==> src/rtl/msso_pkg.sv <==
// ----------------------------------------------------------------------------
// msso_pkg
// Shared widths, constants and the result type of the max-subsequence block.
// ----------------------------------------------------------------------------
package msso_pkg;

  localparam int OUT_SUM_W = 31;
  localparam int OUT_IDX_W = 10;
  localparam int SUM_W     = 32;

  // Saturation ceiling of the running sum
  localparam logic [OUT_SUM_W-1:0] SUM_CAP = {OUT_SUM_W{1'b1}};

  typedef struct packed {
    logic [OUT_SUM_W-1:0] max_sum;
    logic [OUT_IDX_W-1:0] left_index;
    logic [OUT_IDX_W-1:0] right_index;
    logic                 too_long;
  } result_t;

endpackage

==> src/rtl/msso_kadane.sv <==
// ----------------------------------------------------------------------------
// msso_kadane
// Kadane recurrence: holds the per-sequence state and, for the item being
// stepped, forms the result that a last item reports. State clears on last.
// ----------------------------------------------------------------------------
module msso_kadane #(
  parameter int MAX_LEN      = 1024,
  parameter int SAMPLE_WIDTH = 16
) (
  input  logic                    clk_i,
  input  logic                    rst_ni,
  input  logic                    step_i,
  input  logic [SAMPLE_WIDTH-1:0] sample_i,
  input  logic                    last_i,
  output msso_pkg::result_t       result_o
);
  import msso_pkg::*;

  localparam int IDX_W = (MAX_LEN > 1) ? $clog2(MAX_LEN) : 1;
  localparam int CNT_W = $clog2(MAX_LEN + 1);
  localparam logic [CNT_W-1:0] CNT_MAX = CNT_W'(MAX_LEN);
  localparam logic [IDX_W-1:0] IDX_MAX = IDX_W'(MAX_LEN - 1);

  logic [SUM_W-1:0]     run_q, run_d;
  logic [OUT_SUM_W-1:0] best_q, best_d;
  logic [IDX_W-1:0]     start_q, start_d;
  logic [IDX_W-1:0]     left_q, left_d;
  logic [IDX_W-1:0]     right_q, right_d;
  logic                 allneg_q, allneg_d;
  logic [IDX_W-1:0]     zpos_q, zpos_d;
  logic [CNT_W-1:0]     cnt_q, cnt_d;
  logic                 over_q, over_d;

  logic                 sat;
  logic [IDX_W-1:0]     idx;
  logic [OUT_SUM_W-1:0] base;
  logic [SUM_W:0]       sum_ext;
  logic [SUM_W:0]       sample_ext;
  logic                 better;
  logic [IDX_W-1:0]     res_left, res_right;

  always_comb begin
    sat   = (cnt_q >= CNT_MAX);
    idx   = sat ? IDX_MAX : cnt_q[IDX_W-1:0];
    cnt_d = sat ? cnt_q : cnt_q + CNT_W'(1);
    over_d = over_q | sat;

    // a negative running sum restarts at this sample
    start_d = run_q[SUM_W-1] ? idx : start_q;
    base    = run_q[SUM_W-1] ? '0 : run_q[OUT_SUM_W-1:0];

    sample_ext = {{(SUM_W + 1 - SAMPLE_WIDTH){sample_i[SAMPLE_WIDTH-1]}}, sample_i};
    sum_ext    = {2'b00, base} + sample_ext;
    // positive result past 31 bits saturates
    if (!sum_ext[SUM_W] && sum_ext[SUM_W-1]) begin
      run_d = {1'b0, SUM_CAP};
    end else begin
      run_d = sum_ext[SUM_W-1:0];
    end

    allneg_d = allneg_q & sample_i[SAMPLE_WIDTH-1];
    zpos_d   = ((run_d == '0) && !allneg_d) ? idx : zpos_q;

    better  = !run_d[SUM_W-1] && (run_d[OUT_SUM_W-1:0] > best_q);
    best_d  = better ? run_d[OUT_SUM_W-1:0] : best_q;
    left_d  = better ? start_d : left_q;
    right_d = better ? idx : right_q;

    if (allneg_d) begin
      res_left  = '0;
      res_right = idx;
    end else if (best_d == '0) begin
      res_left  = zpos_d;
      res_right = zpos_d;
    end else begin
      res_left  = left_d;
      res_right = right_d;
    end

    result_o.max_sum     = best_d;
    result_o.left_index  = OUT_IDX_W'(res_left);
    result_o.right_index = OUT_IDX_W'(res_right);
    result_o.too_long    = over_d;
  end

  always_ff @(posedge clk_i or negedge rst_ni) begin
    if (!rst_ni) begin
      run_q    <= '0;
      best_q   <= '0;
      start_q  <= '0;
      left_q   <= '0;
      right_q  <= '0;
      allneg_q <= 1'b1;
      zpos_q   <= '0;
      cnt_q    <= '0;
      over_q   <= 1'b0;
    end else if (step_i) begin
      if (last_i) begin
        run_q    <= '0;
        best_q   <= '0;
        start_q  <= '0;
        left_q   <= '0;
        right_q  <= '0;
        allneg_q <= 1'b1;
        zpos_q   <= '0;
        cnt_q    <= '0;
        over_q   <= 1'b0;
      end else begin
        run_q    <= run_d;
        best_q   <= best_d;
        start_q  <= start_d;
        left_q   <= left_d;
        right_q  <= right_d;
        allneg_q <= allneg_d;
        zpos_q   <= zpos_d;
        cnt_q    <= cnt_d;
        over_q   <= over_d;
      end
    end
  end

endmodule

==> src/rtl/max_subseq_sum_online_indices.sv <==
// ----------------------------------------------------------------------------
// max_subseq_sum_online_indices
// Online maximum contiguous subsequence sum with the indices of the best run.
// ----------------------------------------------------------------------------
// Takes one signed sample per transaction and returns one result on the
// transaction marked last: the best run sum (floor zero, saturated at 31 bits),
// the first and last index of that run and a flag for sequences longer than
// MAX_LEN (indices then stick at MAX_LEN-1). With only negative samples the
// indices are 0 and the last index; with a best sum of zero they both give the
// last position where the running sum came back to zero. A sample is taken
// every cycle unless the input stalls: it lands in an input register, the
// Kadane update then runs from that register in one add, saturate and
// compare path, and a last sample's result is loaded into the output
// register when that update steps, which raises valid_o. The input stalls
// only while a finished result is held by a stalled output.
module max_subseq_sum_online_indices #(
  parameter int MAX_LEN      = 1024,
  parameter int SAMPLE_WIDTH = 16
) (
  input  logic                           clk_i,
  input  logic                           rst_ni,
  input  logic                           valid_i,
  output logic                           stall_o,
  input  logic [SAMPLE_WIDTH-1:0]        sample_i,
  input  logic                           last_i,
  output logic                           valid_o,
  input  logic                           stall_i,
  output logic [msso_pkg::OUT_SUM_W-1:0] max_sum_o,
  output logic [msso_pkg::OUT_IDX_W-1:0] left_index_o,
  output logic [msso_pkg::OUT_IDX_W-1:0] right_index_o,
  output logic                           too_long_o
);
  import msso_pkg::*;

  logic                    in_valid_q;
  logic [SAMPLE_WIDTH-1:0] in_sample_q;
  logic                    in_last_q;
  logic                    out_valid_q;
  result_t                 out_q;
  result_t                 result;
  logic                    advance;
  logic                    accept;
  logic                    step;

  // the whole pipe moves unless a result is held by a stalled output
  assign advance = !out_valid_q || !stall_i;
  assign stall_o = in_valid_q && !advance;
  assign accept  = valid_i && !stall_o;
  assign step    = in_valid_q && advance;

  msso_kadane #(
    .MAX_LEN      (MAX_LEN),
    .SAMPLE_WIDTH (SAMPLE_WIDTH)
  ) u_kadane (
    .clk_i    (clk_i),
    .rst_ni   (rst_ni),
    .step_i   (step),
    .sample_i (in_sample_q),
    .last_i   (in_last_q),
    .result_o (result)
  );

  always_ff @(posedge clk_i or negedge rst_ni) begin
    if (!rst_ni) begin
      in_valid_q  <= 1'b0;
      out_valid_q <= 1'b0;
    end else begin
      if (accept) begin
        in_valid_q <= 1'b1;
      end else if (advance) begin
        in_valid_q <= 1'b0;
      end
      if (advance) begin
        out_valid_q <= step && in_last_q;
      end
    end
  end

  always_ff @(posedge clk_i) begin
    if (accept) begin
      in_sample_q <= sample_i;
      in_last_q   <= last_i;
    end
    if (step && in_last_q) begin
      out_q <= result;
    end
  end

  assign valid_o       = out_valid_q;
  assign max_sum_o     = out_q.max_sum;
  assign left_index_o  = out_q.left_index;
  assign right_index_o = out_q.right_index;
  assign too_long_o    = out_q.too_long;

endmodule

==> config.mk <==
export PLATFORM = sky130hd
export DESIGN_NAME = max_subseq_sum_online_indices
export DESIGN_NICKNAME = d
export VERILOG_FILES = /design/src/rtl/msso_pkg.sv /design/src/rtl/msso_kadane.sv /design/src/rtl/max_subseq_sum_online_indices.sv
export SDC_FILE = /design/constraint.sdc
export NUM_CORES = 1
export LEC_CHECK = 0
export BUFFER_PORTS_ARGS = -buffer_cell sky130_fd_sc_hd__buf_2
export CAP_MARGIN = 30
export CORE_MARGIN = 2
export CORE_UTILIZATION = 59
export DETAILED_ROUTE_END_ITERATION = 8
export PLACE_DENSITY = 0.85
export SLEW_MARGIN = 0
export SYNTH_ARGS = -nofsm -noshare
export SYNTH_HDL_FRONTEND = slang
export SYNTH_SLANG_ARGS = --single-unit
export TNS_END_PERCENT = 50
==> constraint.sdc <==
create_clock -name clk_i -period 12.5 [get_ports clk_i]
set_clock_uncertainty 0.05 [all_clocks]
set_input_delay 2.5 -clock clk_i [delete_from_list [all_inputs] [get_ports clk_i]]
set_output_delay 2.5 -clock clk_i [all_outputs]
set_load 0.1 [all_outputs]
# Word-level counts from Yosys, hierarchy flattened
# Cells that the tools add are included.
dict set report op_classes {
  add_sub_neg 2
  n_lt_le_gt_ge 2
  n_eq_ne 1
  n_mux 23
  bitwise_logic 2
  n_reduce_logical 19
}
# op n
set op_table {}
lappend op_table {{2-to-1 mux 10 bit} 12}
lappend op_table {{2-to-1 mux 31 bit} 3}
lappend op_table {{2-to-1 mux 32 bit} 2}
lappend op_table {{adder 32 x 16 -> 33 bit} 1}
lappend op_table {{zero test 32 bit} 1}
lappend op_table {{> comparator 31 bit} 1}
lappend op_table {{zero test 31 bit} 1}
lappend op_table {{2-to-1 mux 11 bit} 2}
lappend op_table {{adder 11 x 1 -> 11 bit, second input constant} 1}
lappend op_table {{>= comparator 11 bit, second input constant} 1}
lappend op_table {{logical AND 1 bit} 7}
lappend op_table {{zero test 1 bit} 7}
lappend op_table {{2-to-1 mux 1 bit} 4}
lappend op_table {{!= test 2 bit, second input constant} 1}
lappend op_table {{AND reduction 2 bit} 1}
lappend op_table {{nonzero test 2 bit} 1}
lappend op_table {{AND 1 bit} 1}
lappend op_table {{logical OR 1 bit} 1}
lappend op_table {{OR 1 bit} 1}
dict set report word_totals {
  reg_bits 187
  input_bits 21
  out_inout_bits 54
  word_cells 66
}

# Logic depth before layout (Yosys ltp)
dict set report depth {
  ltp_word 11
  depth_mapped 29
  depth_no_buf 22
}

# Cells and area by module
# A second synthesis with hierarchy kept.
dict set report unflattened {
  hier_cells 1148
  hier_area_um2 11264.6
}
# module instances cells_per_inst area_each_um2 seq_area_each_um2
set by_module_without_submodules {}
lappend by_module_without_submodules {msso_kadane 1 1068 9093.7 2904.0}
lappend by_module_without_submodules {max_subseq_sum_online_indices 1 80 2170.8 2122.0}

# Worst setup path before layout
# No wires, ideal clock.
dict set report synth_timing {
  kind {reg2reg}
  start {register u_kadane.run_q[31]}
  end {register out_q, in the netlist right_index_o[4], data pin}
  setup_ps 272
  arrival_time_ps 5977
  t_required_ps 12178
  path_slack_ps 6201
  path_stages_with_launch 30
  n_path_buf 9
  period_less_slack_ps 6299
  cell_sequence {dfrtp_1 > clkbuf_1 > clkbuf_1 > clkbuf_1 > nor2b_1 > ha_1 > buf_2 > a21oi_1 > o21ai_1 > a221oi_1 > a21oi_1 > nor3_2 > mux2i_2 > clkbuf_1 > buf_1 > nand2_1 > ha_1 > a21o_1 > a21o_1 > a221oi_1 > o21ai_0 > a211oi_1 > nor2_1 > nand2_1 > clkbuf_1 > buf_2 > buf_2 > nor2_1 > a21oi_1 > o21ai_0}
}
# element line_no
set synth_rtl {}
lappend synth_rtl {{start, declared} msso_kadane.sv:24} ;# logic [SUM_W-1:0] run_q, run_d;
lappend synth_rtl {{start signal, assigned} msso_kadane.sv:109} ;# run_q <= run_d;
lappend synth_rtl {{end signal, assigned} max_subseq_sum_online_indices.sv:85} ;# out_q <= result;
lappend synth_rtl {{end, declared} max_subseq_sum_online_indices.sv:39} ;# result_t out_q;

==> metrics.txt <==
crit path DAT 7190 ps; Worst-path clk slew 80 ps; TritonRoute pass-1 iters 6; placed cells 1,509; mux cell area share after synthesis 3.59%; Worst Tran Pin Value 947 ps; CP Capture Type register; design area 0.0126 sq mm; simple-gate area share of the yosys netlist 16.3%; clk_lat worst skew 450 ps; Main synth FF type dfrtp_1; area grow syn2layout 10.0%; Post-synth EDFFs 69; CP max FO 58; fraction of layout cells with a size suffix above 1 12.7%; first-pass GRT wire length 48,000 um; largest family of logic cells by synthesized area compound AO/OA/AOI/OAI gates; vias per cell 6.41; Levels on crit path 22; synth top area cells dfrtp_1 (25%), edfxtp_1 (18%), ha_1 (7.0%); CP Class reg2reg; Routed Antenna Nets 0; Routed Wire Length 30,400 um; Final Slew Violations 0; Initial DRC Count 1,157; Final setup viols 0; Die W 144 um; Critical Path Sink right_index_o[4]; TNS Setup 0 ps; DR WL/cell 19.7 um; row count 51; Tcrit/Tclk final 56.5%; Worst setup SP type register; max-cap violations 0; top-area cell type share of the netlist area 25.5%; XOR/XNOR Fraction of Synth Area 1.60%; unrepaired setup endpoints after global routing no; initial antenna violation count 0; Chip Height 144 um; ys async rst share 63.1%; Compound-Gate Fraction of Synth Area 22.7%; #FFs+latches synth 187; slew margin rel. 36.9%; Clock Sinks 187; vias in the first global route 8,995; post-synthesis adder-cell area fraction 7.14%; largest stage delay on the critical path 510 ps; CP max-delay cell o21ai_1; placed wire-length estimate 21,200 um; Worst R2R Path Depth 22; GPL Wtd Cong 0.956; worst r2r src u_kadane.run_q[31]; cell area after placement 0.0120 sq mm; total die area 0.0206 sq mm; io pins 75; Yosys warnings 0; sequential cell area fraction in the yosys report 43.7%; cell taking the most area after synthesis dfrtp_1; Crit path required time 12,630 ps; CTS Buf Count 17; maximum buffer depth of the clock tree 2; antenna cells 0; post-CTS sizing 0; post-synth cell types 76; post-synthesis cell area 0.0115 sq mm; status finished, final reports clean; CTS root buf clkbuf_16; largest net degree at the start of global routing 88; Worst Hold Class reg2reg; Avg Cell Area, Syn 9.31 sq um; syn_nets 1,321; Worst path top cell family by delay compound AO/OA/AOI/OAI gates; most frequent cells in the layout nand2_1 (132), dfrtp_1 (117), a21oi_1 (111); Core ar. 0.0193 sq mm; CP Buf/Inv Count 3; post-CTS setup buffers 0; worst-path cell chain buf_4 -> nor2b_1 -> ha_1 -> fa_1 -> a211oi_2 -> o31ai_4 -> o2111ai_2 -> a211oi_1 -> nor3_2 -> mux2i_2 -> buf_4 -> o21ai_0 -> ha_1 -> nand4_1 -> nor4_1 -> a211oi_1 -> nor2_1 -> nand2_4 -> buf_12 -> and2_1 -> o21ai_1 -> o21ai_0; H-tree levels 4; Final #Nets 1,350; Highest Clock Rate 0.142 GHz; global route overflow 0; Overall Global Routing Usage 30.1%; drt drc 0; post-route insts no fill 1,542; Setup crit start u_kadane.run_q[31]; worst reg2reg path endpoint right_index_o[4]; most common cell after layout, fill and taps aside nand2_1; reg2reg setup slack 5440 ps; IO buf count 74; final worst path period need 7060 ps; Hold WS 428 ps; hold buffer count at cts 0; Post-Synthesis Cells 1,235; CTS tree done; Hold Vio Cnt, Final 0; via count 9,883; Initial Util 59.7%
## worst min-delay path by stage
stage | start | to | slack, ps | depth (start not counted)
global placement | u_kadane.run_q[13] | u_kadane.run_q[13] | 410 | 2
global route | u_kadane.run_q[19] | u_kadane.run_q[19] | 460 | 1
floorplan | u_kadane.run_q[0] | u_kadane.run_q[0] | 390 | 2
finish | u_kadane.run_q[8] | u_kadane.run_q[8] | 430 | 2
CTS | u_kadane.run_q[8] | u_kadane.run_q[8] | 430 | 2
detailed placement | u_kadane.run_q[8] | u_kadane.run_q[8] | 410 | 2
## cells by family after synthesis
family / Yosys count
flops: 187
fa+ha+maj: 65
compound gates: 395
mux: 39
buf+inv: 137
simple gates: 391
xor+xnor: 21
## flip-flops by register name, indices dropped and copies added (netlist names), 10 cells and up
register	cells
u_kadane.start_q	10
u_kadane.right_q	10
u_kadane.run_q	32
max_sum_o	31
u_kadane.cnt_q	11
left_index_o	10
in_sample_q	16
right_index_o	10
u_kadane.best_q	31
u_kadane.left_q	10
u_kadane.zpos_q	10
## through the flow
stage | setup WS [ps] | util, %
6_report | 5440 | 65.6
5_1_grt | 4980 | 65.6
4_1_cts | 5600 | 65.6
3_5_place_dp | 5670 | 62.3
3_3_place_gp | 5760 | 62.1
2_1_floorplan | 6200 | -
## synthesized netlist by cell type (all sizes together), types with 15 or more instances
cell    count
nor2b      31
clkbuf     54
buf        21
a21oi     116
dfrtp     117
ha         64
inv        62
nor2      100
o21ai     103
mux2       15
nand2     134
nor3       34
mux2i      24
a22o       60
edfxtp     69
nand4      20
## layout make-up
cell class                      instances  area, sq um
Sequential cell                       187         5030
Fill cell                            1499         6620
Clock inverter                         11          136
Clock buffer                           21          503
Tap cell                              265          332
Inverter                               62          233
Multi-Input combinational cell        911         5940
Timing Repair Buffer                   85          480
## tightest hold or removal path: stages (launching register included)
cell     delay [ps]
dfrtp_1         340
nand2_1          40
o21ai_0          60
## layer usage
| layer | up-vias | global-route usage [%] | wire length [um] | share of wire, % |
|---|---|---|---|---|
| met4 | 0 | 11.7 | 1030 | 3.4 |
| li1 | 4574 | - | - | - |
| met1 | 4728 | 43.4 | 12900 | 42 |
| met2 | 498 | 44.9 | 13900 | 46 |
| met5 | - | 0 | 0 | 0 |
| met3 | 83 | 6.06 | 2610 | 8.6 |
Power is left out: the tool's default activity adds up to more than one toggle a clock period on the data nets, which glitch-free logic cannot reach.
